$ cat src/sv/ksel_pkg.sv
// Shared types, constants and helpers for the k-th name selector.
// No dependencies; imported by every module of the block except ksel_ram.
`default_nettype none

package ksel_pkg;

    localparam int LETTER_BITS    = 5;
    localparam int HALF_LETTERS   = 10;
    localparam int HALF_BITS      = LETTER_BITS * HALF_LETTERS;
    localparam int NAME_BITS      = 2 * HALF_BITS;
    localparam int RANK_W         = 8;
    localparam int DATA_W         = 32;
    localparam int ADDR_W         = 3;

    localparam int MAX_NAMES_DEF  = 128;
    localparam int NAME_CHARS_DEF = 20;

    // Register index, taken from paddr[2]
    localparam logic REG_RANK = 1'b0;
    localparam logic [RANK_W-1:0] RANK_RESET = 8'd1;

    typedef struct packed {
        logic [HALF_BITS-1:0] name_first_half;
        logic [HALF_BITS-1:0] name_second_half;
        logic                 is_last;
    } name_word_t;

    typedef struct packed {
        logic [HALF_BITS-1:0] winner_first_half;
        logic [HALF_BITS-1:0] winner_second_half;
        logic                 rank_error;
        logic                 overflow_seen;
    } result_word_t;

    // Controller -> datapath
    typedef struct packed {
        logic load_en;    // input side open
        logic sel_start;  // first candidate
        logic rd_cand;    // address store with candidate index
        logic cand_cap;   // capture candidate, clear scan
        logic scan;       // walk the store
        logic next_cand;  // candidate missed, step on
        logic take_win;   // candidate is the winner
        logic take_error; // rank out of range
        logic publish;    // load output register, end the run
    } ksel_cmd_t;

    // Datapath -> controller
    typedef struct packed {
        logic rank_ok;
        logic scan_done;
        logic hit;
        logic out_free;
    } ksel_status_t;

    // Keeps the letter slots of one half that lie below the name length limit
    function automatic logic [HALF_BITS-1:0] keep_mask(input int first, input int chars);
        logic [HALF_BITS-1:0] m;
        m = '0;
        for (int i = 0; i < HALF_LETTERS; i++)
        begin
            if (first + i < chars)
            begin
                m[HALF_BITS-1-LETTER_BITS*i -: LETTER_BITS] = '1;
            end
        end
        return m;
    endfunction

endpackage

`default_nettype wire

$ cat src/sv/ksel_ctrl.sv
// Controller of the k-th name selector: sequences loading, candidate scans
// and result hand-off. Depends on ksel_pkg.
`default_nettype none

module ksel_ctrl
    import ksel_pkg::*;
(
    input  wire logic         clk,
    input  wire logic         rst_n,
    input  wire logic         name_valid,
    input  wire logic         name_last,
    input  wire ksel_status_t status,
    output ksel_cmd_t         cmd
);

    typedef enum logic [2:0] {
        ST_LOAD,
        ST_START,
        ST_CAND_RD,
        ST_CAND_CAP,
        ST_SCAN,
        ST_CHECK,
        ST_FINISH
    } state_t;

    state_t state_reg, state_next;

    always_comb
    begin
        state_next = state_reg;
        cmd        = '0;
        case (state_reg)
            ST_LOAD:
            begin
                cmd.load_en = 1'b1;
                if (name_valid && name_last)
                begin
                    state_next = ST_START;
                end
            end
            ST_START:
            begin
                if (status.rank_ok)
                begin
                    cmd.sel_start = 1'b1;
                    state_next    = ST_CAND_RD;
                end
                else
                begin
                    cmd.take_error = 1'b1;
                    state_next     = ST_FINISH;
                end
            end
            ST_CAND_RD:
            begin
                cmd.rd_cand = 1'b1;
                state_next  = ST_CAND_CAP;
            end
            ST_CAND_CAP:
            begin
                cmd.cand_cap = 1'b1;
                state_next   = ST_SCAN;
            end
            ST_SCAN:
            begin
                if (status.scan_done)
                begin
                    state_next = ST_CHECK;
                end
                else
                begin
                    cmd.scan = 1'b1;
                end
            end
            ST_CHECK:
            begin
                if (status.hit)
                begin
                    cmd.take_win = 1'b1;
                    state_next   = ST_FINISH;
                end
                else
                begin
                    cmd.next_cand = 1'b1;
                    state_next    = ST_CAND_RD;
                end
            end
            ST_FINISH:
            begin
                if (status.out_free)
                begin
                    cmd.publish = 1'b1;
                    state_next  = ST_LOAD;
                end
            end
            default:
            begin
                state_next = ST_LOAD;
            end
        endcase
    end

    always_ff @(posedge clk or negedge rst_n)
    begin
        if (!rst_n)
        begin
            state_reg <= ST_LOAD;
        end
        else
        begin
            state_reg <= state_next;
        end
    end

endmodule

`default_nettype wire

$ cat config.mk
export PLATFORM = sky130hd
export DESIGN_NAME = ksel_ctrl
export DESIGN_NICKNAME = d
export VERILOG_FILES = /design/src/sv/ksel_pkg.sv /design/src/sv/ksel_ctrl.sv
export SDC_FILE = /design/constraint.sdc
export NUM_CORES = 1
export LEC_CHECK = 0
export ABC_CLOCK_PERIOD_IN_PS = 1200
export BUFFER_PORTS_ARGS = -buffer_cell sky130_fd_sc_hd__buf_2
export CORE_AREA = 2 2 39 41
export CTS_BUF_LIST = sky130_fd_sc_hd__clkbuf_16
export DETAILED_ROUTE_END_ITERATION = 10
export DIE_AREA = 0 0 41 43
export PLACE_DENSITY = 0.38
export SYNTH_ARGS = -nofsm -noshare
export SYNTH_HDL_FRONTEND = slang
export SYNTH_SLANG_ARGS = --single-unit
$ cat constraint.sdc
create_clock -name clk -period 1.2 [get_ports clk]
set_input_delay 0.12 -clock clk [delete_from_list [all_inputs] [get_ports clk]]
set_output_delay 0.12 -clock clk [all_outputs]
set_load 0.05 [all_outputs]
==> results.py <==
metrics = {
    "setup_path": {
        "crit_end": "cmd[7]",
        "r2r_cells": 4,
        "ff2ff_setup_slack_ps": 50,
        "path_cells": "nand2b_4, nor3b_4, buf_6",
        "worstReg2RegEnd": "state_reg[2]",
        "crit_start": "state_reg[1]",
        "cp.arrival_ps": 1230,
        "crit_fanout": 5,
        "crit_type": "reg -> out",
        "r2r-start": "state_reg[1]",
        "crit_path_end_kind": "output port",
        "max_stage_delay_ps": 430,
        "crit_path_top_delay_cell": "dfrtp_2",
        "worstPathRequired_ps": 1080,
        "cp-start-kind": "flop",
    },
    "routing": {
        "first_pass_iters": 2,
        "finalWirelength_um": 805,
        "drcViolationCount": 0,
        "viasPerCell": 4.39,
        "vias": 312,
        "drt_iter0_drc": 1,
        "wire_per_inst_um": 11.3,
        "ant_nets": 0,
    },
    "yosys": {
        "syn_avg_cell_area_um2": 7.64,
        "synth-compound-area-share_pct": 15.3,
        "synth-seq-cells": 3,
        "synthAdderAreaFrac_pct": 0,
        "synth_cell_type_count": 17,
        "ys_seq_area_share_pct": 33.9,
        "yosys.area_share.simple_pct": 44.1,
        "yosys_warnings": 0,
        "synthesis.nets": 37,
        "syn_area_um2": 221,
        "muxShareOfSynthArea_pct": 0,
        "synth_top_family_by_area": "simple AND/OR/NAND/NOR gates",
        "synth-xor-area-share_pct": 0,
        "syn_inst": 29,
    },
    "placed_design": {
        "place_congestion": 0.708,
        "dp.cells": 65,
        "place_hpwl_um": 636,
        "io_buffers": 16,
        "dp_slack_ps": -14.0,
    },
    "timing": {
        "drv_slew": 0,
        "worst_slack_ps": -149,
        "relSlewSlack_pct": 80.3,
        "period_needed_ps": 1350,
        "rsz0062_at_grt": "true",
        "setup-violations-final": 9,
        "setup-tns-final_ps": -941,
        "fmax_ghz": 0.741,
        "finalHoldViolCount": 0,
        "fin_worst_skew_ps": 3.43,
        "period_share_pct": 112,
        "tightest_slew_ps": 291,
    },
    "clock_tree": {
        "root_buffer": "clkbuf_16",
        "clk_pin_slew_ps": 30,
        "cts.sinks": 3,
        "cts.htree.levels": 1,
        "cts_made_buffers": 3,
        "clk-insertion-delay-late_ps": 230,
        "cts_tree": "yes",
        "cts_buffer_depth": 2,
    },
    "power_and_ir_drop": {
        "leakage_nw": 0.269,
        "peakVddDrop_uv": 1460,
        "pwr_density_cell_mw_per_mm2": 3080,
    },
    "worst_hold_path": {
        "min_path_type": "in -> reg",
    },
    "global_route": {
        "grt_usage_pct": 12.4,
        "grt_pass1_vias": 346,
        "grt_pass1_wl_um": 1410,
        "overflow": 0,
        "grt_max_degree": 7,
        "grt_antenna_before_repair": 0,
    },
    "floorplan": {
        "die_height_um": 43,
        "dieArea_mm2": 0.00176,
        "rows": 14,
        "coreArea_mm2": 0.00138,
        "start_util_pct": 16.0,
        "boundaryPins": 17,
        "die_x_um": 41,
    },
    "cells_and_area": {
        "areaGrowthSynthToFinish_pct": 169,
        "drive_gt1_share_pct": 70.9,
        "layout.nets": 64,
        "instances_no_fill": 71,
        "largest_reg_flops": 3,
        "diodes": 0,
    },
    "outcome": {
        "violations": "setup timing",
        "outcome": "finished with violations",
    },
    "flow_run": {
        "drv_cap": 0,
    },
}
per-stage QoR:
| step | hold WS, ps | utilization (%) | instance area (um2) | total power [W] |
|---|---|---|---|---|
| floorplan | -176 | - | 305 | 0.000891 |
| global placement | -87.4 | 31.5 | 435 | 0.00114 |
| detailed placement | -84.2 | 31.5 | 435 | 0.00115 |
| CTS | 201 | 43.0 | 596 | 0.00185 |
| global route | 216 | 43.0 | 596 | 0.00194 |
| finish | 194 | 43.0 | 596 | 0.00183 |
worst min-delay path by stage:
stage | start | endpoint | slack (ps) | depth (start not counted)
floorplan | rst_n | state_reg[0] | -180 | 0
global route | status[2] | state_reg[0] | 220 | 3
finish | status[2] | state_reg[0] | 190 | 3
CTS | status[2] | state_reg[0] | 200 | 3
global placement | rst_n | state_reg[2] | -90 | 1
detailed placement | rst_n | state_reg[0] | -80 | 1
critical path, delay by kind of cell, from the launching register on:
kind / cells / cell delay, ps
DFF: 1 / 430
and+or+nand+nor: 2 / 400
buffers and inverters: 1 / 180
power by group:
| group | leakage (nW) | internal (W) | switching (W) | total, W |
|---|---|---|---|---|
| logic | 0.194 | 0.000434 | 0.000616 | 0.00105 |
| clock network | 0.0423 | 0.000430 | 0.0000995 | 0.000530 |
| registers | 0.0332 | 0.000160 | 0.0000932 | 0.000253 |
cells by family (layout without fill, tap and decap cells):
kind of cell           Yosys count  count (layout)
buffers and inverters            3              29
and+or+nand+nor                 18              18
AOI/OAI and AO/OA                5               5
DFF                              3               3
repair_timing:
item / CTS / global route
hold buffers: 1 / 0
pin swaps: 1 / 1
endpoints found under the setup margin: 9 / 9
setup buffers: 1 / 0
endpoints found under the hold margin: 3 / 0
resized for setup: 22 / 0
metal layers:
layer	track usage [%]	wire length, um	up-vias
li1	-	-	156
met1	13.1	334	142
met2	19.1	414	12
met3	5.24	38	2
met4	8.00	19	0
met5	0	0	-
layout by cell type (no fill, tap or decap), drive strengths merged:
cell | netlist | final
a22oi | 1 | 1
buf | 1 | 22
and2 | 2 | 2
nor4 | 1 | 1
a21oi | 1 | 1
dlygate4sd3 | 0 | 1
nand2 | 1 | 1
nor3 | 4 | 4
o31ai | 1 | 1
nor2 | 3 | 3
dfrtp | 3 | 3
nor3b | 1 | 1
clkbuf | 0 | 3
nand2b | 3 | 3
nand3 | 1 | 1
o21ai | 1 | 1
o311ai | 1 | 1
inv | 2 | 3
nor2b | 2 | 2
final cells by class:
class	count	area (um2)
flip-flops and latches	3	78.8
inverters	2	7.51
repair buffers	23	188
multi-input cells	23	223
well taps	16	20.0
fillers	148	788
clock inverters	1	3.75
clock buffers	3	75.1
synth_stat cells:
library cell  count  area (um2)
o31ai_1           1        7.51
inv_1             2        7.51
nor2_1            3        11.3
o21ai_0           1        5.00
and2_1            2        12.5
nor3b_1           1        7.51
nand2b_1          3        18.8
o311ai_1          1        8.76
nor4_1            1        6.26
nor3_1            4        20.0
a21oi_1           1        5.00
nand3_1           1        5.00
buf_4             1        7.51
nand2_1           1        3.75
dfrtp_1           3        75.1
a22oi_1           1        7.51
nor2b_1           2        12.5
(Power assumes the default switching activity.)
